## config.mk

```make
export PLATFORM = sky130hd
export DESIGN_NAME = tk3m_ram
export DESIGN_NICKNAME = d
export VERILOG_FILES = /design/src/tk3m_ram.sv
export SDC_FILE = /design/constraint.sdc
export NUM_CORES = 1
export LEC_CHECK = 0
export BUFFER_PORTS_ARGS = -buffer_cell sky130_fd_sc_hd__buf_2
export CORE_MARGIN = 2
export CORE_UTILIZATION = 54
export CTS_CLUSTER_SIZE = 40
export DETAILED_ROUTE_END_ITERATION = 12
export GPL_TIMING_DRIVEN = 0
export PLACE_DENSITY = 0.75
export RECOVER_POWER = 50
export SLEW_MARGIN = 20
export SYNTH_ARGS = -nofsm -noshare
export SYNTH_HDL_FRONTEND = slang
export SYNTH_SLANG_ARGS = --single-unit
```

## constraint.sdc

```tcl
create_clock -name clk -period 1.6 [get_ports clk]
set_input_delay 0.08 -clock clk [delete_from_list [all_inputs] [get_ports clk]]
set_output_delay 0.08 -clock clk [all_outputs]
set_load 0.01 [all_outputs]
```

## src/tk3m_ram.sv

```systemverilog
// Generic single-write, single-read RAM with registered read data.
// No dependencies.
`default_nettype none
module tk3m_ram #(
  parameter int WIDTH = 8,
  parameter int DEPTH = 16
) (
  input  wire logic                     clk,
  input  wire logic                     we,
  input  wire logic [$clog2(DEPTH)-1:0] waddr,
  input  wire logic [WIDTH-1:0]         wdata,
  input  wire logic [$clog2(DEPTH)-1:0] raddr,
  output logic      [WIDTH-1:0]         rdata
);

  logic [WIDTH-1:0] mem [DEPTH];

  always_ff @(posedge clk) begin
    if (we) begin
      mem[waddr] <= wdata;
    end
    rdata <= mem[raddr];
  end

endmodule
`default_nettype wire

```

# After elaboration in Yosys (flattened, before gate mapping)

Memory sizes are Yosys's and may differ from the RTL's. A register that Yosys moved wholly into a read port is not among the register bits.
Index checks and enable logic that the tools add are counted.

Mux-type cells: 2

Operators with widths:

| cell              | count |
|---|---|
| two-way mux 1 bit | 2 |

Input port bits: 18
Output and inout port bits: 8
Logic and storage cells: 3
Memory bits (writable): 128
Memories kept: 1
Flip-flop bits (word level): 0

Memories:

| memory | words | bits a word | rd ports | clocked after Yosys merged registers in | write ports | RTL line | RTL |
|---|---|---|---|---|---|---|---|
| mem    | 16    | 8           | 1        | 1                                       | 1           | 16       | `logic [WIDTH-1:0] mem [DEPTH];` |

# Logic depth before layout (Yosys ltp)

Gate-level depths: netlist of the first run.

Word-level depth: 2
Mapped depth: 5
Mapped depth without buffers: 3

# Worst setup path before layout of the first run

OpenSTA, ideal clock, no wires.

Kind: input to register
Start: input port waddr[2]
End: memory mem[0][0], enable pin
Path buffers: 0
Setup slack: 27 ps
Cell stages on the path: 2
Setup time: 383 ps
Arrival: 1190 ps
Data required time: 1217 ps
Cells stage by stage: or3b_2 -> nor3_1

RTL lines:

| item            | RTL line | RTL |
|---|---|---|
| start, declared | 10       | `input wire logic [$clog2(DEPTH)-1:0] waddr,` |
| end, declared   | 16       |  |

Straight into the memory's write port.

==> impl_results.md, run 1 <==
* Outcome: completed
* Highest clock rate at slightly above 0.7 GHz
* Top layer in use: met4
* Maxcap violations at 0
* Combinational Power Share at 4.8%
* Global route total overflow at 0
* Yosys warnings at 0
* Worst setup path class: reg -> reg
* Crit-path max cell delay at between 0.5 and 0.6 ns
* Setup violators final at 0
* Hold Path Cell Cnt at 2
* Seq/Total Area, Yosys at slightly below 80%
* Period utilization at slightly below 90%
* Clock Root Buffer: clkbuf_8
* CTS sink count at 136
* Switching part of the total at approximately 20%
* VDD IR-drop max at 0.000874 V
* Fin crit period at approximately 1.4 ns
* DRT Pass-1 Iters at 8
* Wire length per cell at 22.8 µm
* Rel. slew slack at between 20 and 25%
* Skew final at about 0.0084 ns
* Clk pwr share at 46.4%
* Hold path start: waddr[1]
* Post-Route WL at 9640 µm
* Least-Margin Pin Slew at 1.18 ns
* Final hold slack at 0.104 ns
* Hold buffers post-CTS at 8
* Area of the die at between 10000 and 15000 µm²
* Area grow syn2layout at 18.6%
* Hold Vio Cnt, Final at 0
* Final Non-Filler Cells at about 420
* Die X at 102 µm
* Buffers on Ports at 24
* Core Region at ~9000 µm²
* Skew-Pair Late Insertion Delay at roughly 0.50 ns
* Power Dens Cells at 1350 nW/µm²
* Crit Reg-Reg Startpoint: mem[1][3]
* TNS Setup at 0 ns
* Most frequent cells in the layout: 128 x edfxtp_1, 18 x buf_2, 18 x mux4_2, 16 x a22oi_1, 16 x clkbuf_16
* Worst R2R Setup Slack at around 0.20 ns
* Max FO, Critical Path at 1
* Yosys cell types at 19
* Crit path buf inv count at 0
* Die height at 102 µm
* GP Congestion at 0.698
* First-pass GRT wire length at between 10000 and 15000 µm
* Syn Std Cell Area at roughly 5100 µm²
* Global Route Usage Sum at about a fifth
* Initial drt markers at around 360
* Metal3 WL at 709 µm
* Pins Over Slew Limit at 0
* RSZ-0062 raised after global routing: no
* Placed insts at 382
* CTS tree: done
* Leak pwr at ~2 nW
* CP Capture Type: flip-flop
* H-tree levels at 4
* Most common cell after layout, fill and taps aside: edfxtp_1
* Vias/cell at between 5 and 6
* IO Count at 26
* Initial antenna violation count at 0
* Hold Crit Class: in -> reg
* CTS Buf Count at 17
* Initial Util at 55.7%
* Crit start category: flip-flop
* Vias in the first global route at between 2000 and 2500
* # resized after CTS at 0
* Metal2 WL at ~4800 µm
* Critical path startpoint: mem[1][3]
* Cells after Synth at 229
* Post-layout util at 66.1%
* Net switching power at 0.00162 W
* Register bit total from synthesis at about 140
* Worst-path clk slew at 0.06 ns
* Final HPWL DP at approximately 6000 µm
* Synthesized area per cell at 22.5 µm²
* Syn_nets at ~250
* Critical-path cell list: mux4_1 -> a22oi_1 -> nand2_1
* Via total after detailed routing at about 2500
* R2R Path End: rdata[3]
* Critical Path RT at ~2.0 ns
* Layout cell share with drive strength beyond 1 at between 20% and 30%
* Antenna diodes at 0
* M1 WL at approximately 4000 µm
* Postcts setup bufs at 0
* Seq pwr share at 48.7%
* Critical path's slowest cell: mux4_1
* Hold Path Sink: mem[4][1]
* Row cnt at 35
* CP arrival at ~1.8 ns
* Clock buffer depth at 2
* Critical path's top delay family: multiplexers
* Largest net degree at the start of global routing at 17
* R2R cell count at 3
* Detail Route Antenna Nets at 0
* Post-route DRC at 0
* Internal power at 0.00659 W
* NumNets Final at ~300
[cell usage after synthesis (all sizes together)]
cell type | number | area share (%)
nand2b | 2 | 0.24
and2 | 1 | 0.12
dfxtp | 8 | 3.1
edfxtp | 128 | 75
mux4 | 32 | 15
nand3b | 2 | 0.29
nor2b | 1 | 0.12
or3b | 1 | 0.17
nor3 | 4 | 0.39
nand3 | 1 | 0.097
clkdlybuf4s25 | 3 | 0.58
and2b | 1 | 0.15
nand2 | 9 | 0.66
a22oi | 16 | 2.3
buf | 7 | 1.1
nor2 | 13 | 0.95
[flip-flops by register name (all words and copies together), names as in the netlist]
signal	count
rdata	8
mem	128
[cells by family after synthesis]
group,count (synthesis),synth area share [%]
multiplexers,32,15.0
flip-flops,136,77.8
buffers and inverters,10,1.68
AO/OA/AOI/OAI,16,2.33
AND/OR/NAND/NOR,35,3.18
[area by class of cell]
| class | count | area [µm²] |
|---|---|---|
| Buffer | 10 | 86.3 |
| Clock buffer | 19 | 442 |
| Clock inverter | 13 | 153 |
| Fill cell | 595 | 3130 |
| Multi-Input combinational cell | 83 | 1070 |
| Sequential cell | 136 | 4000 |
| Tap cell | 129 | 161 |
| Timing Repair Buffer | 32 | 189 |
[power groups by stage]
stage	Sequential (W)	Combinational, W	Clock, W
final	0.00400	0.000396	0.00382
after floorplan	0.00409	0.000202	0
after global placement	0.00407	0.000372	0
after global routing	0.00401	0.000422	0.00401
after CTS	0.00400	0.000403	0.00384
after detailed placement	0.00408	0.000386	0
[how the worst max path moves through the flow]
stage	to	slack (ns)	depth (start not counted)
floorplan	mem[0][0]	0.03	2
global placement	mem[0][7]	-0.53	3
detailed placement	mem[3][7]	-0.19	3
CTS	rdata[0]	0.19	3
global route	rdata[0]	0.16	3
finish	rdata[3]	0.20	3
[through the flow]
step / cell area [µm²] / worst slack (ns) / total power [W]
floorplan: 5150 / 0.0271 / 0.00429
global placement: 5430 / -0.526 / 0.00444
detailed placement: 5450 / -0.188 / 0.00446
CTS: 6120 / 0.189 / 0.00824
global route: 6110 / 0.158 / 0.00844
finish: 6110 / 0.202 / 0.00822
[metal layers]
layer  GRT usage [%]  vias to the layer above
met5               0                        -
met4            7.69                        0
met3            4.83                       13
met2            31.6                      125
met1            29.0                     1255
li1                -                     1079
No activity file was read; power rests on OpenSTA's default activity.
==> run 2, diff against run 1 <==
--- a/config.mk
+++ b/config.mk
@@ -5,13 +5,14 @@
 export SDC_FILE = /design/constraint.sdc
 export NUM_CORES = 1
 export LEC_CHECK = 0
+export ABC_AREA = 1
 export BUFFER_PORTS_ARGS = -buffer_cell sky130_fd_sc_hd__buf_2
 export CORE_MARGIN = 2
-export CORE_UTILIZATION = 54
+export CORE_UTILIZATION = 55
 export CTS_CLUSTER_SIZE = 40
 export DETAILED_ROUTE_END_ITERATION = 12
 export GPL_TIMING_DRIVEN = 0
-export PLACE_DENSITY = 0.75
+export PLACE_DENSITY = 0.76
 export RECOVER_POWER = 50
 export SLEW_MARGIN = 20
 export SYNTH_ARGS = -nofsm -noshare
==> impl_results.md, run 2 <==
* Outcome: completed
* Clock buffer depth at 2 (unchanged)
* Final HPWL DP at 8670 µm (+45%)
* Postcts setup bufs at 0 (unchanged)
* Die height at 106 µm (+4.7%)
* Vias/cell at 5.40 (-7.9%)
* Post-route DRC at 0 (unchanged)
* Cells after Synth at 551 (+140%)
* Syn_nets at 569 (+130%)
* Initial antenna violation count at 0 (unchanged)
* CTS tree: done
* Synthesized area per cell at 10.5 µm² (-53%)
* CP arrival at 1.66 ns (-0.13 ns)
* Wire length per cell at 18.5 µm (-19%)
* Setup ws final at 0.348 ns (+0.145 ns)
* Hold Vio Cnt, Final at 0 (unchanged)
* Buffers on Ports at 22 (-8.3%)
* Global Route Usage Sum at 26.9% (+6.5 points)
* # resized after CTS at 0 (unchanged)
* Critical path startpoint: raddr[2]
* First-pass GRT wire length at 21800 µm (+53%)
* Layout cell share with drive strength beyond 1 at 10.3% (-16 points)
* Cell depth of the worst setup path at 7 (+4)
* Critical Path RT at 2.01 ns (+0.02 ns)
* Via total after detailed routing at 4042 (+64%)
* Largest register FFs at 128 (unchanged)
* IO Count at 26 (unchanged)
* Global route total overflow at 0 (unchanged)
* VDD IR-drop max at 0.000870 V (-0.38%)
* Skew final at 0.00834 ns (-0.0000402 ns)
* FF/Latch Area at 4000 µm² (unchanged)
* Synth top area cells: edfxtp_1 67%, nand2_1 11%, nand3_1 8.4%, inv_1 6.5%, dfxtp_1 2.8%
* H-tree levels at 4 (unchanged)
* Fin crit period at 1.25 ns (-0.145 ns)
* Hold Crit Class: in -> reg
* Initial Util at 56.4% (+0.66 points)
* RSZ-0062 raised after global routing: no
* Most common cell after layout, fill and taps aside: nand2_1
* Dominant synthesized flop cell: edfxtp_1
* Crit Reg-Reg Startpoint: mem[10][4]
* DRT Pass-1 Iters at 7 (-1)
* Skew-Pair Late Insertion Delay at 0.53 ns (+0.03 ns)
* Row cnt at 37 (+5.7%)
* EDFF count, synth at 128 (unchanged)
* Clock Root Buffer: clkbuf_8
* Leak pwr at 2.90 nW (+43%)
* Top-count cell post-synth: nand2_1
* Top Registers: mem x128, rdata x8
* Seq/Total Area, Yosys at 69.4% (-8.4 points)
* Critical-path cell list: dlygate4sd3_1 -> buf_2 -> inv_1 -> buf_4 -> nand3_1 -> nand3_1 -> nand2_1
* Power Dens Cells at 1250 nW/µm² (-6.7%)
* CP Capture Type: flip-flop
* Multi-input logic area at 1210 µm² (+13%)
* Crit-path max cell delay at 0.53 ns (about the same)
* Crit path buf inv count at 4 (+4)
* NumNets Final at 619 (+110%)
* Most frequent cells in the layout: 173 x nand2_1, 128 x edfxtp_1, 100 x inv_1, 97 x nand3_1, 26 x buf_2
* Highest clock rate at 0.798 GHz (+12%)
* Least-Margin Pin Slew at 0.941 ns (-0.240 ns)
* Worst setup path class: in -> reg
* CTS Buf Count at 17 (unchanged)
* Largest net degree at the start of global routing at 17 (unchanged)
* R2R Path End: rdata[4]
* Most frequent CP cell: nand3_1
* Syn Std Cell Area at 5770 µm² (+12%)
* Period utilization at 78.3% (-9.1 points)
* Fillers at 739 (+24%)
* Vias in the first global route at 4059 (+69%)
* Area of the die at 11300 µm² (+9.6%)
* Top cells by count, synth: 173 x nand2_1, 128 x edfxtp_1, 100 x inv_1
* Critical path's slowest cell: dlygate4sd3_1
* Max FO, Critical Path at 10 (+9)
* Maxcap violations at 0 (unchanged)
* Largest Register: mem
* Initial drt markers at 547 (+53%)
* Yosys cell types at 12 (-7)
* Worst R2R Setup Slack at 0.57 ns (+0.37 ns)
* CP Capture Point: rdata[3]
* Hold path start: raddr[1]
* Crit start category: primary input
* Register bit total from synthesis at 136 (unchanged)
* Post-layout util at 65.5% (-0.56 points)
* Post-synth top area cell: edfxtp_1
* Pins Over Slew Limit at 0 (unchanged)
* Dpl ws at 0.0638 ns (+0.251 ns)
* Setup violators final at 0 (unchanged)
* Core Region at 10200 µm² (+11%)
* Rel. slew slack at 37.2% (+17 points)
* FFs w/ async S/R, synth at 0% (unchanged)
* Antenna diodes at 0 (unchanged)
* R2R cell count at 6 (+3)
* Area grow syn2layout at 16.3%
* Post-Route WL at 13900 µm (+44%)
* Worst-path clk slew at 0.06 ns (about the same)
* Yosys warnings at 0 (unchanged)
* Detail Route Antenna Nets at 0 (unchanged)
* TNS Setup at 0 ns (unchanged)
* Critical path's top delay family: buffers and inverters
* Die X at 106 µm (+4.7%)
* CTS sink count at 136 (unchanged)
* Area share of the largest cell type after synthesis at 66.7% (-8.0 points)
* GP Congestion at 0.851 (+22%)
[run 2: cell types whose count changed after synthesis, sizes merged, moves of 16 or more]
cell,delta
nand2,+164
buf,+17
mux4,-32
inv,+102
a22oi,-16
nand3,+96
[run 2: report_power, final]
| part | switching [W] | total (W) | leakage, nW | internal (W) |
|---|---|---|---|---|
| logic | 0.000376 | 0.000540 | 1.40 | 0.000164 |
| registers | 0.0000201 | 0.00401 | 1.22 | 0.00399 |
| clock network | 0.00138 | 0.00387 | 0.281 | 0.00249 |
| total | 0.00177 | 0.00841 | 2.90 | 0.00664 |
[run 2: worst reg2reg max path, stage by stage, from the launching register on]
cell and delay [ns]:
edfxtp_1 0.38, inv_1 0.07, nand2_1 0.05, nand3_1 0.10, nand3_1 0.08, nand3_1 0.14, nand2_1 0.09
[run 2: kinds of logic (layout without fill, tap and decap cells)]
group / Yosys count / after routing / share of synthesized area (%)
buffers and inverters: 126 / 188 / 9.52
AND/OR/NAND/NOR: 289 / 289 / 21.0
flip-flops: 136 / 136 / 69.4
[run 2: routing by layer]
| layer | wire length (µm) | vias up | global-route usage (%) | share of wire [%] |
|---|---|---|---|---|
| li1 | - | 1876 | - | - |
| met1 | 5600 | 1897 | 36.0 | 40 |
| met2 | 6690 | 238 | 42.9 | 48 |
| met3 | 1230 | 31 | 6.01 | 8.8 |
| met4 | 354 | 0 | 11.2 | 2.6 |
| met5 | 0 | - | 0 | 0 |
[run 2: timing repair]
item	CTS	global route
hold endpoints to repair	117	0
hold buffers	9	0
setup endpoints to repair	0	0
[run 2: worst min-delay path by stage]
stage,end,slack (ns),depth (start not counted)
floorplan,mem[0][0],0.18,0
global placement,rdata[5],0.47,1
detailed placement,rdata[0],0.47,1
CTS,mem[11][0],0.002,1
global route,rdata[0],0.09,5
finish,rdata[1],0.05,5
[run 2: layout make-up]
class | instances | area share [%]
Sequential cell | 136 | 59.7
Buffer | 24 | 2.48
Inverter | 102 | 5.71
Clock buffer | 19 | 6.29
Multi-Input combinational cell | 289 | 18.1
Clock inverter | 12 | 2.35
Tap cell | 136 | 2.54
Timing Repair Buffer | 31 | 2.82
[run 2: through the flow]
stage	power [W]	hold WS, ns	std cells	instance area, µm²
after global placement	0.00457	0.475	709	6050
after detailed placement	0.00459	0.474	709	6050
after CTS	0.00843	0.00195	749	6720
after floorplan	0.00437	0.179	551	5770
after global routing	0.00863	0.0852	749	6710
final	0.00841	0.0451	749	6710
