<file path="src/tk3m_pkg.sv">
// Shared constants, types and helpers for the three-metric top-K tracker.
// No dependencies.
`default_nettype none
package tk3m_pkg;

  localparam int TABLE_ENTRIES = 32;
  localparam int NUM_TABLES    = 3;
  localparam int IDX_W         = $clog2(TABLE_ENTRIES);
  localparam int CNT_W         = IDX_W + 1;
  localparam int MEM_DEPTH     = NUM_TABLES * TABLE_ENTRIES;
  localparam int ADDR_W        = $clog2(MEM_DEPTH);
  localparam int COUNT_W       = 32;
  localparam int TAG_W         = 16;
  localparam int MEM_W         = COUNT_W + TAG_W;
  localparam int RANK_W        = 7;

  // seconds / 3600 = (seconds >> 4) / 225, the latter by reciprocal multiply;
  // ceil(2^36 / 225) is exact for any 28-bit numerator
  localparam int HOUR_PRE_SHIFT = 4;
  localparam int HOUR_N_W       = COUNT_W - HOUR_PRE_SHIFT;
  localparam int HOUR_M_W       = 29;
  localparam int HOUR_SHIFT     = 36;
  localparam int HOUR_PROD_W    = HOUR_N_W + HOUR_M_W;
  localparam logic [HOUR_M_W-1:0] HOUR_RECIP = 29'd305419897;

  localparam logic [1:0] LIST_LOGINS = 2'd0;
  localparam logic [1:0] LIST_POSTS  = 2'd1;
  localparam logic [1:0] LIST_STAY   = 2'd2;
  localparam logic CMD_OFFER = 1'b0;
  localparam logic CMD_EMIT  = 1'b1;

  typedef enum logic [2:0] {
    ST_IDLE,
    ST_SCAN,
    ST_DECIDE,
    ST_EMIT_SCAN,
    ST_EMIT_PUT
  } state_t;

  function automatic logic [ADDR_W-1:0] tbl_addr(input logic [1:0] t,
                                                 input logic [IDX_W-1:0] i);
    logic [ADDR_W-1:0] base;
    base = ADDR_W'(t) * ADDR_W'(TABLE_ENTRIES);
    return base + ADDR_W'(i);
  endfunction

endpackage
`default_nettype wire

</file>
<file path="src/tk3m_hour_div.sv">
// Divider by 3600 as a reciprocal multiply; numerator and result are registered.
// Depends on tk3m_pkg.
`default_nettype none
module tk3m_hour_div import tk3m_pkg::*; (
  input  wire logic                clk,
  input  wire logic                rst_n,
  input  wire logic                start,
  input  wire logic [COUNT_W-1:0]  seconds,
  output logic                     busy,
  output logic      [COUNT_W-1:0]  hours
);

  logic [HOUR_N_W-1:0]    num_r;
  logic [COUNT_W-1:0]     hours_r;
  logic                   busy_r;
  logic [HOUR_PROD_W-1:0] prod;

  assign prod = HOUR_PROD_W'(num_r) * HOUR_PROD_W'(HOUR_RECIP);

  always_ff @(posedge clk) begin
    if (!rst_n) begin
      busy_r <= 1'b0;
    end else begin
      busy_r <= start;
    end
  end

  always_ff @(posedge clk) begin
    if (start) begin
      num_r <= seconds[COUNT_W-1:HOUR_PRE_SHIFT];
    end
    if (busy_r) begin
      hours_r <= COUNT_W'(prod[HOUR_PROD_W-1:HOUR_SHIFT]);
    end
  end

  assign busy  = busy_r;
  assign hours = hours_r;

endmodule
`default_nettype wire
</file>
<file path="config.mk">
export PLATFORM = sky130hd
export DESIGN_NAME = tk3m_hour_div
export DESIGN_NICKNAME = d
export VERILOG_FILES = /design/src/tk3m_pkg.sv /design/src/tk3m_hour_div.sv
export SDC_FILE = /design/constraint.sdc
export NUM_CORES = 1
export LEC_CHECK = 0
export ABC_CLOCK_PERIOD_IN_PS = 12700
export BUFFER_PORTS_ARGS = -buffer_cell sky130_fd_sc_hd__clkbuf_2
export CORE_MARGIN = 8
export CORE_UTILIZATION = 40
export DETAILED_ROUTE_END_ITERATION = 7
export SLEW_MARGIN = 30
export SYNTH_ARGS = -nofsm -noshare
export SYNTH_HDL_FRONTEND = slang
export SYNTH_SLANG_ARGS = --single-unit
</file>
<file path="constraint.sdc">
create_clock -name clk -period 12.7 [get_ports clk]
set_clock_uncertainty 0.15 [all_clocks]
set_input_delay 2.54 -clock clk [delete_from_list [all_inputs] [get_ports clk]]
set_output_delay 2.54 -clock clk [all_outputs]
set_load 0.1 [all_outputs]
</file>
**Yosys cells after proc, flatten, opt, wreduce, memory -nomap -nowiden**

Index checks and enable logic that the tools add are counted.

- Multipliers: 1

Operator list:

| operator | count |
|---|---|
| multiplier 28 x 29 -> 57 bit, second input constant | 1 |

- Bits of input ports: 35
- Flip-flop bits (word level): 50
- Word-level logic and storage cells: 4
- Output and inout port bits: 33

**Depth between registers and ports, before layout**

Gate-level depths: netlist of run 1.

- Word-level depth: 1
- Depth in mapped cells: 23
- Depth with buffers taken out: 23

**Worst setup path after synthesis of run 1**

OpenSTA, ideal clock, no wires.

- Path kind: register to register
- Start: reg num_r[8]
- End: reg hours_r[20], in the netlist hours[20], data pin
- Required time: 12.292 ns
- Library setup time: 0.258 ns
- Path slack: 6.329 ns
- Path buffers: 0
- Period minus slack after synthesis: 6.371 ns
- Cell stages (with the launch flop): 24
- Arrival: 5.962 ns
- Path through: edfxtp_1 -> inv_1 -> ha_1 -> inv_1 -> fa_1 -> fa_1 -> inv_1 -> fa_1 -> inv_1 -> fa_1 -> fa_1 -> inv_1 -> fa_1 -> inv_1 -> ha_1 -> a21o_1 -> a21o_1 -> a211oi_2 -> o211ai_2 -> o2111ai_2 -> nand2_2 -> a221oi_4 -> a2bb2oi_2 -> xnor2_1

- Cells in the longest elaborated chain, start to end: 1

RTL lines:

| element | line | RTL |
|---|---|---|
| start: declaration | tk3m_hour_div.sv:13 | `logic [HOUR_N_W-1:0] num_r;` |
| start signal: assignment | tk3m_hour_div.sv:30 | `num_r <= seconds[COUNT_W-1:HOUR_PRE_SHIFT];` |
| multiplier 28 x 29 -> 57 bit | tk3m_hour_div.sv:18 | `assign prod = HOUR_PROD_W'(num_r) * HOUR_PROD_W'(HOUR_RECIP);` |
| via prod[56] | tk3m_hour_div.sv:16 | `logic [HOUR_PROD_W-1:0] prod;` |
| end signal: assignment | tk3m_hour_div.sv:33 | `hours_r <= COUNT_W'(prod[HOUR_PROD_W-1:HOUR_SHIFT]);` |
| end: declaration | tk3m_hour_div.sv:14 | `logic [COUNT_W-1:0] hours_r;` |

The timed path passes the listed nets, and every way through them passes these cells.
A chain may end at the register's enable or synchronous reset.

**Worst setup path in the final report of run 1**

- Start: reg num_r[8]
- End: reg hours_r[18], in the netlist hours[18], data pin

Same word-level chain as after synthesis.

==> impl_metrics.env, run 1 <==
export IMPL_status="finished, final reports clean"
export IMPL_grt_pass1_vias=10120
export IMPL_dieHeight_um=204.1
export IMPL_layout_min_cycle_time_ns=7.670
export IMPL_min_period_over_period=0.6039
export IMPL_synthXorXnorAreaFrac=0.01237
export IMPL_cp_end_kind="flip-flop"
export IMPL_grt_antenna_before_repair=0
export IMPL_syn2layout_area_growth_pct=6.857
export IMPL_drt_initial_drc_count=382
export IMPL_cts_reportedPaths_clkPinSlew_ns=0.07
export IMPL_synth_top_family_by_area="adder cells"
export IMPL_final_nets=2022
export IMPL_finalSetupViolCount=0
export IMPL_required_ns=12.61
export IMPL_dieArea_um2=41670
export IMPL_drc=0
export IMPL_synthAdderAreaFrac=0.6690
export IMPL_drive_gt1_frac=0.05456
export IMPL_muxShareOfSynthArea=0.0007070
export IMPL_finalHoldViolations=0
export IMPL_gp_congestion=0.9355
export IMPL_cap_violations=0
export IMPL_track_usage=0.1685
export IMPL_firstDrtPassIters=5
export IMPL_rows=69
export IMPL_cts_tree="done"
export IMPL_cts_max_path_buffers=2
export IMPL_max_slew_margin=0.4102
export IMPL_avgRoutedWirePerCell_um=17.60
export IMPL_cp_arrival_ns=7.58
export IMPL_critical_path_class="flip-flop to flip-flop"
export IMPL_synth_distinct_cells=48
export IMPL_die_w_um=204.1
export IMPL_coreArea_um2=35220
export IMPL_cts_root_buf="clkbuf_16"
export IMPL_vias_per_cell=4.833
export IMPL_worst_pin_slew_ns=0.8847
export IMPL_dp_hpwl_um=28990
export IMPL_worst_slack_ns=5.030
export IMPL_htree_levels=2
export IMPL_diodes=0
export IMPL_grt_pass1_wl_um=54180
export IMPL_finalInstanceArea_um2=15130
export IMPL_initial_core_util=0.4020
export IMPL_fmax_mhz=130.4
export IMPL_synth_simple_area_share=0.03411
export IMPL_io_buffers=52
export IMPL_yosysWarnings=0
export IMPL_cp_max_fo=8
export IMPL_syn_inst=1332
export IMPL_cts_inserted_buffers=5
export IMPL_synth_compound_area_frac=0.05311
export IMPL_synth_flop_cell="edfxtp_1"
export IMPL_start_kind="flip-flop"
export IMPL_dpl_cell_area_um2=14970
export IMPL_syn_area_per_cell_um2=10.63
export IMPL_postCtsSetupRepairBufs=0
export IMPL_pre_cts_ws_ns=5.072
export IMPL_worst_hold_path_type="flip-flop to flip-flop"
export IMPL_drv_slew=0
export IMPL_ys_async_sr_fraction=0
export IMPL_rsz0062_at_grt="false"
export IMPL_vias=8960
export IMPL_synth_seq_cells=50
export IMPL_synth_area_um2=14160
export IMPL_ant_nets=0
export IMPL_setup_tns_final_ns=0
export IMPL_synth_edf_count=49
export IMPL_wl_um=32630
export IMPL_ctsHoldBuffers=0
export IMPL_synth_seq_area_share=0.1053
export IMPL_overflow=0
export IMPL_io_pins=68
export IMPL_insertion_delay_ns=0.31
export IMPL_clock_sinks=50
export IMPL_cts_resized=0
export IMPL_grt_max_degree=30
-- synth_stat cells (2+ instances only) --
cell	n	area, um2
a211oi_1	6	45.04
a21o_1	22	165.2
a21oi_1	39	195.2
a21oi_2	2	17.52
a31oi_1	3	18.77
and2_1	3	18.77
and3_1	5	31.28
and4_1	5	43.79
buf_4	11	82.58
edfxtp_1	49	1471
fa_1	270	5405
ha_1	325	4066
inv_1	450	1689
nand2_1	17	63.81
nand2b_1	2	12.51
nand3_1	12	60.06
nand4_1	5	31.28
nor2_1	18	67.56
nor2b_1	3	18.77
nor3_1	5	25.02
nor4b_1	2	17.52
o2111ai_1	2	17.52
o211ai_1	2	15.01
o21ai_0	21	105.1
o21bai_1	4	30.03
or2_2	6	37.54
or3_1	4	25.02
xnor2_1	8	70.07
xor2_1	12	105.1
-- routing by layer --
metal | vias to the layer above | track usage | wire (um)
met3 | 27 | 0.03487 | 1789
li1 | 4239 | - | -
met4 | 0 | 0.03806 | 540
met5 | - | 0 | 0
met2 | 187 | 0.2760 | 15420
met1 | 4507 | 0.2268 | 14890
-- worst paths after layout --
check	startpoint	end	slack (ns)	depth (start not counted)
min reg2reg	busy	hours[10]	0.56	0
min	busy	hours[10]	0.56	0
max	num_r[8]	hours[18]	5.03	23
max reg2reg	num_r[8]	hours[18]	5.03	23
-- cell families (layout without fill, tap and decap cells) --
group / after synthesis / count (layout)
simple gates: 91 / 91
fa+ha+maj: 595 / 595
compound gates: 113 / 113
other cells: 1 / 11
mux: 1 / 1
xor+xnor: 20 / 20
buf+inv: 461 / 512
flops: 50 / 50
-- state kept, by name, indices dropped and copies added (netlist names) --
signal / cells
num_r: 28
hours: 21
busy: 1
-- layout by cell type (no fill, tap or decap), types with 2 or more instances in the layout --
master       n
a211oi_1     6
a21o_1      22
a21oi_1     39
a21oi_2      2
a31oi_1      3
and2_1       3
and3_1       5
and4_1       5
buf_4        2
clkbuf_1     2
clkbuf_16    5
clkbuf_2    52
conb_1      11
edfxtp_1    49
fa_1       270
ha_1       325
inv_1      450
nand2_1     17
nand2b_1     2
nand3_1     12
nand4_1      5
nor2_1      18
nor2b_1      3
nor3_1       5
nor4b_1      2
o2111ai_1    2
o211ai_1     2
o21ai_0     21
o21bai_1     4
or2_2        6
or3_1        4
xnor2_1      8
xor2_1      12
-- layout make-up --
class,count,area [um2]
Sequential cell,50,1493
Clock inverter,1,30.03
Timing Repair Buffer,54,275.3
Tap cell,461,576.8
Inverter,450,1689
Fill cell,3439,20090
Clock buffer,7,132.6
Multi-Input combinational cell,831,10930
-- per-stage QoR --
stage / cells / hold slack, ns / utilization
after floorplan: 1342 / 0.9087 / -
after global placement: 1846 / 0.8016 / 0.4249
after detailed placement: 1846 / 0.8269 / 0.4249
after CTS: 1854 / 0.8409 / 0.4295
after global routing: 1854 / 0.6012 / 0.4295
final: 1854 / 0.5649 / 0.4295
-- critical path: stages (launching register included) --
cell and delay [ns]:
edfxtp_1 0.68, inv_1 0.32, ha_1 0.44, inv_1 0.07
fa_1 0.50, fa_1 0.53, inv_1 0.05, fa_1 0.49
inv_1 0.05, fa_1 0.44, fa_1 0.51, inv_1 0.05
fa_1 0.47, inv_1 0.04, ha_1 0.43, nand3_1 0.17
nor2_1 0.34, a211oi_2 0.21, o211ai_2 0.24, o2111ai_2 0.19
a21oi_1 0.51, and4_1 0.33, nor3_2 0.06, xnor2_1 0.12
Power of run 1 is not shown: default switching activity piles up to over one toggle a cycle in this logic, so the estimate is an artifact.
==> run 2: changes to the inputs <==
--- a/config.mk
+++ b/config.mk
@@ -5,7 +5,7 @@
 export SDC_FILE = /design/constraint.sdc
 export NUM_CORES = 1
 export LEC_CHECK = 0
-export ABC_CLOCK_PERIOD_IN_PS = 12700
+export ABC_CLOCK_PERIOD_IN_PS = 6700
 export BUFFER_PORTS_ARGS = -buffer_cell sky130_fd_sc_hd__clkbuf_2
 export CORE_MARGIN = 8
 export CORE_UTILIZATION = 40
==> constraint.sdc (replaced) <==
create_clock -name clk -period 6.7 [get_ports clk]
set_clock_uncertainty 0.15 [all_clocks]
set_input_delay 1.34 -clock clk [delete_from_list [all_inputs] [get_ports clk]]
set_output_delay 1.34 -clock clk [all_outputs]
set_load 0.1 [all_outputs]
==> impl_metrics.env, run 2 (synthesized netlist as in run 1, its figures left out) <==
export IMPL_layout_commonest_cell="inv_1"
export IMPL_insertion_delay_ns=0.32
export IMPL_worstPathCellList="buf_6 -> fa_1 -> inv_2 -> fa_2 -> inv_2 -> fa_1 -> inv_1 -> fa_1 -> fa_1 -> fa_1 -> fa_1 -> inv_2 -> ha_4 -> a21oi_2 -> o21ai_1 -> or3_1 -> o211a_4 -> o2111ai_4 -> buf_6 -> a21oi_4 -> buf_6 -> a21o_1 -> a211oi_2 -> nor3_1"
export IMPL_die_w_um=204.1
export IMPL_grt_pass1_vias=10710
export IMPL_rows=69
export IMPL_holdWs_ns=0.5643
export IMPL_top_register="num_r"
export IMPL_io_pins=68
export IMPL_dp_hpwl_um=32120
export IMPL_worst_pin_slew_ns=0.8929
export IMPL_htree_levels=2
export IMPL_final_util=0.4783
export IMPL_cpPeakStageDelay_ns=0.57
export IMPL_rsz0062_at_grt="true"
export IMPL_start_kind="flip-flop"
export IMPL_vias=9557
export IMPL_dpl_cell_area_um2=16110
export IMPL_finalSetupViolCount=0
export IMPL_worst_hold_path_type="flip-flop to flip-flop"
export IMPL_cts_inserted_buffers=5
export IMPL_ant_nets=0
export IMPL_grt_pass1_wl_um=57360
export IMPL_final_nets=2193
export IMPL_final_cell_mix="inv_1, ha_1, fa_1, buf_4, clkbuf_2"
export IMPL_cp_arrival_ns=6.58
export IMPL_cts_max_path_buffers=2
export IMPL_critical_path_class="flip-flop to flip-flop"
export IMPL_dieHeight_um=204.1
export IMPL_cap_violations=0
export IMPL_finalHoldViolations=0
export IMPL_track_usage=0.1786
export IMPL_drive_gt1_frac=0.2009
export IMPL_avgRoutedWirePerCell_um=17.61
export IMPL_cp_max_fo=5
export IMPL_largest_reg_flops=28
export IMPL_wl_um=35630
export IMPL_fmax_mhz=150.0
export IMPL_crit_top_cell="fa_1"
export IMPL_layout_min_cycle_time_ns=6.665
export IMPL_firstDrtPassIters=5
export IMPL_finalInstanceArea_um2=16850
export IMPL_required_ns=6.62
export IMPL_gp_congestion=0.9716
export IMPL_diodes=0
export IMPL_ctsHoldBuffers=0
export IMPL_grt_antenna_before_repair=0
export IMPL_dieArea_um2=41670
export IMPL_vias_per_cell=4.722
export IMPL_cp_end_kind="flip-flop"
export IMPL_io_buffers=52
export IMPL_min_period_over_period=0.9948
export IMPL_initial_core_util=0.4020
export IMPL_status="finished, final reports clean"
export IMPL_grt_max_degree=30
export IMPL_coreArea_um2=35220
export IMPL_max_slew_margin=0.4047
export IMPL_cts_root_buf="clkbuf_16"
export IMPL_overflow=0
export IMPL_cts_reportedPaths_clkPinSlew_ns=0.07
export IMPL_cts_tree="done"
export IMPL_clock_sinks=50
export IMPL_drv_slew=0
export IMPL_drt_initial_drc_count=440
export IMPL_drc=0
export IMPL_syn2layout_area_growth_pct=18.99
export IMPL_cp_slowest_cell="fa_1"
-- run 2: final cells by class --
class	instances	area, um2
timing repair buffer	225	1632
sequential	50	1491
multi-input combinational	831	11330
tap	461	576.8
clock buffer	7	132.6
fill	3274	18380
inverter	450	1689
-- run 2: worst max-delay path, delay by kind of cell, from the launching register on --
| kind | cells | cell delay [ns] |
|---|---|---|
| fa+ha+maj | 8 | 3.50 |
| compound gates | 7 | 1.12 |
| buf+inv | 7 | 0.71 |
| flops | 1 | 0.53 |
| simple gates | 2 | 0.40 |
-- run 2: layer usage --
metal | GRT usage | up-vias | share of wire
met5 | 0 | - | 0
met4 | 0.05066 | 0 | 0.023
met3 | 0.02710 | 41 | 0.039
met2 | 0.2916 | 162 | 0.47
met1 | 0.2436 | 4785 | 0.47
li1 | - | 4569 | -
-- run 2: metrics by stage --
stage	setup WS, ns	TNS (ns)	std cells
after floorplan	0.3293	0	1342
after global placement	-0.1087	-0.3743	1997
after detailed placement	-0.1340	-0.5271	1997
after CTS	-0.004861	-0.004861	2008
after global routing	-0.1526	-0.7261	2024
final	0.03463	0	2024
-- run 2: repair_timing --
| action | in CTS | in global routing |
|---|---|---|
| gates resized for setup | 19 | 80 |
| buffers inserted | 4 | 16 |
| endpoints found under the setup margin | 7 | 14 |
| gates cloned | 0 | 0 |
| pin swaps | 15 | 41 |
-- run 2: final timing paths --
check | endpoint | start | slack, ns | cells past startpoint
max | hours[17] | num_r[7] | 0.03 | 24
min | hours[7] | busy | 0.56 | 1
max reg2reg | hours[17] | num_r[7] | 0.03 | 24
min reg2reg | hours[7] | busy | 0.56 | 1
Power of run 2 is left out for the same reason.
==> run 3: changes to the inputs <==
--- a/config.mk
+++ b/config.mk
@@ -7,8 +7,9 @@
 export LEC_CHECK = 0
 export ABC_CLOCK_PERIOD_IN_PS = 6700
 export BUFFER_PORTS_ARGS = -buffer_cell sky130_fd_sc_hd__clkbuf_2
-export CORE_MARGIN = 8
+export CORE_MARGIN = 2
 export CORE_UTILIZATION = 40
+export CTS_BUF_LIST = sky130_fd_sc_hd__clkbuf_8
 export DETAILED_ROUTE_END_ITERATION = 7
 export SLEW_MARGIN = 30
 export SYNTH_ARGS = -nofsm -noshare
==> impl_metrics.env, run 3 (synthesized netlist as in run 1, its figures left out) <==
export IMPL_ctsHoldBuffers=0
export IMPL_htree_levels=2
export IMPL_drc=0
export IMPL_status="finished, violations left"
export IMPL_crit_cells=23
export IMPL_die_w_um=192.1
export IMPL_worst_slack_ns=-0.04740
export IMPL_cp_endpoint="hours[20]"
export IMPL_syn2layout_area_growth_pct=17.35
export IMPL_largest_reg_flops=28
export IMPL_diodes=0
export IMPL_ant_nets=0
export IMPL_clock_sinks=50
export IMPL_cap_violations=0
export IMPL_reg2reg_slack_ns=-0.05
export IMPL_cts_inserted_buffers=5
export IMPL_critical_path_class="flip-flop to flip-flop"
export IMPL_dieHeight_um=192.1
export IMPL_cts_reportedPaths_clkPinSlew_ns=0.11
export IMPL_track_usage=0.2120
export IMPL_coreArea_um2=34710
export IMPL_final_nets=2179
export IMPL_rows=68
export IMPL_initial_core_util=0.4079
export IMPL_r2r_cells=23
export IMPL_r2r_start="num_r[7]"
export IMPL_wl_um=35510
export IMPL_finalInstanceArea_um2=16610
export IMPL_avgRoutedWirePerCell_um=17.71
export IMPL_path_buf_inv=6
export IMPL_vias=9468
export IMPL_cp_startpoint="num_r[7]"
export IMPL_cts_max_path_buffers=2
export IMPL_max_slew_margin=0.4192
export IMPL_vias_per_cell=4.722
export IMPL_insertion_delay_ns=0.39
export IMPL_drv_slew=0
export IMPL_cts_root_buf="clkbuf_8"
export IMPL_dpl_cell_area_um2=15970
export IMPL_critPathTopFamily="adder cells"
export IMPL_worstPathCellList="buf_6 -> ha_2 -> inv_1 -> fa_2 -> fa_1 -> inv_1 -> fa_2 -> fa_1 -> inv_1 -> fa_2 -> inv_2 -> fa_1 -> ha_4 -> and3_1 -> and2_1 -> o2111a_1 -> o211a_1 -> o2111ai_2 -> buf_4 -> nand2_4 -> a221oi_4 -> a2bb2oi_2 -> xnor2_1"
export IMPL_dieArea_um2=36920
export IMPL_io_buffers=52
export IMPL_firstDrtPassIters=5
export IMPL_cp_slowest_cell="fa_2"
export IMPL_cp_end_kind="flip-flop"
export IMPL_hp_start="busy"
export IMPL_gp_congestion=0.9468
export IMPL_placedCellCount=1975
export IMPL_cp_max_fo=4
export IMPL_fin_cells=2005
export IMPL_grt_pass1_wl_um=57480
export IMPL_grt_antenna_before_repair=1
export IMPL_violations="setup timing"
export IMPL_r2r_end="hours[20]"
export IMPL_io_pins=68
export IMPL_rsz0062_at_grt="true"
export IMPL_layout_commonest_cell="inv_1"
export IMPL_cp_arrival_ns=6.75
export IMPL_worst_pin_slew_ns=0.8713
export IMPL_grt_max_degree=30
export IMPL_cts_tree="done"
export IMPL_layout_min_cycle_time_ns=6.747
export IMPL_dp_hpwl_um=31570
export IMPL_grt_pass1_vias=10450
export IMPL_required_ns=6.70
export IMPL_finalHoldViolations=0
export IMPL_n_fill_cell=3242
export IMPL_worst_hold_path_type="flip-flop to flip-flop"
export IMPL_drive_gt1_frac=0.1916
export IMPL_final_cell_mix="inv_1, ha_1, fa_1, buf_4, clkbuf_2"
export IMPL_fmax_mhz=148.2
export IMPL_top_register="num_r"
export IMPL_overflow=0
export IMPL_finalSetupViolCount=2
export IMPL_drt_initial_drc_count=436
export IMPL_start_kind="flip-flop"
export IMPL_min_period_over_period=1.007
export IMPL_cpPeakStageDelay_ns=0.63
==> run 3: cell types whose count changed in the layout (fill, tap and decap cells not counted), moves of 3 or more <==
cell,before,now
buf_6,16,12
inv_1,436,439
buf_4,156,147
inv_2,14,11
clkbuf_8,0,5
fa_1,256,260
clkbuf_16,5,0
fa_2,14,10
==> run 3: through the flow <==
stage	setup TNS, ns	util	hold WS [ns]	worst slack [ns]
after detailed placement	-1.334	0.4601	0.5649	-0.2224
final	-0.07976	0.4786	0.5534	-0.04740
after floorplan	0	-	0.9087	0.3293
after global routing	-0.8717	0.4786	0.5993	-0.1771
after CTS	-0.02451	0.4716	0.5650	-0.01676
after global placement	-1.194	0.4601	0.5558	-0.2026
==> run 3: area by class of cell <==
cell class	count	area, um2	area share
Multi-Input combinational cell	831	11270	0.6786
Inverter	450	1689	0.1017
Timing Repair Buffer	211	1499	0.09022
Sequential cell	50	1491	0.08977
Tap cell	455	569.3	0.03426
Clock buffer	5	68.82	0.004142
Clock inverter	3	22.52	0.001356
==> run 3: how the worst min path moves through the flow <==
stage	endpoint	cells past startpoint
floorplan	hours[20]	3
global placement	hours[10]	1
detailed placement	hours[10]	1
CTS	hours[8]	1
global route	hours[8]	1
finish	hours[8]	1
==> run 3: layer usage <==
layer / vias up / part of all wire / GRT usage
li1: 4542 / - / -
met1: 4687 / 0.47 / 0.3018
met2: 199 / 0.45 / 0.3278
met3: 38 / 0.063 / 0.04805
met4: 2 / 0.021 / 0.05050
met5: - / 0.00034 / 0
==> run 3: what timing repair did <==
| item | in CTS | in global routing |
|---|---|---|
| pin swaps | 28 | 33 |
| endpoints found under the setup margin | 13 | 16 |
| gates cloned | 0 | 0 |
| hold endpoints to repair | 0 | 0 |
| buffers inserted | 12 | 10 |
| resized for setup | 45 | 41 |
==> run 3: worst register-to-register path, stage by stage, from the launching register on <==
cell and delay [ns]:
edfxtp_1 0.56, buf_6 0.19, ha_2 0.31, inv_1 0.06
fa_2 0.45, fa_1 0.55, inv_1 0.05, fa_2 0.37
fa_1 0.49, inv_1 0.06, fa_2 0.63, inv_2 0.05
fa_1 0.57, ha_4 0.23, and3_1 0.18, and2_1 0.16
o2111a_1 0.14, o211a_1 0.17, o2111ai_2 0.26, buf_4 0.17
nand2_4 0.06, a221oi_4 0.37, a2bb2oi_2 0.22, xnor2_1 0.08
Power of run 3 is left out for the same reason.
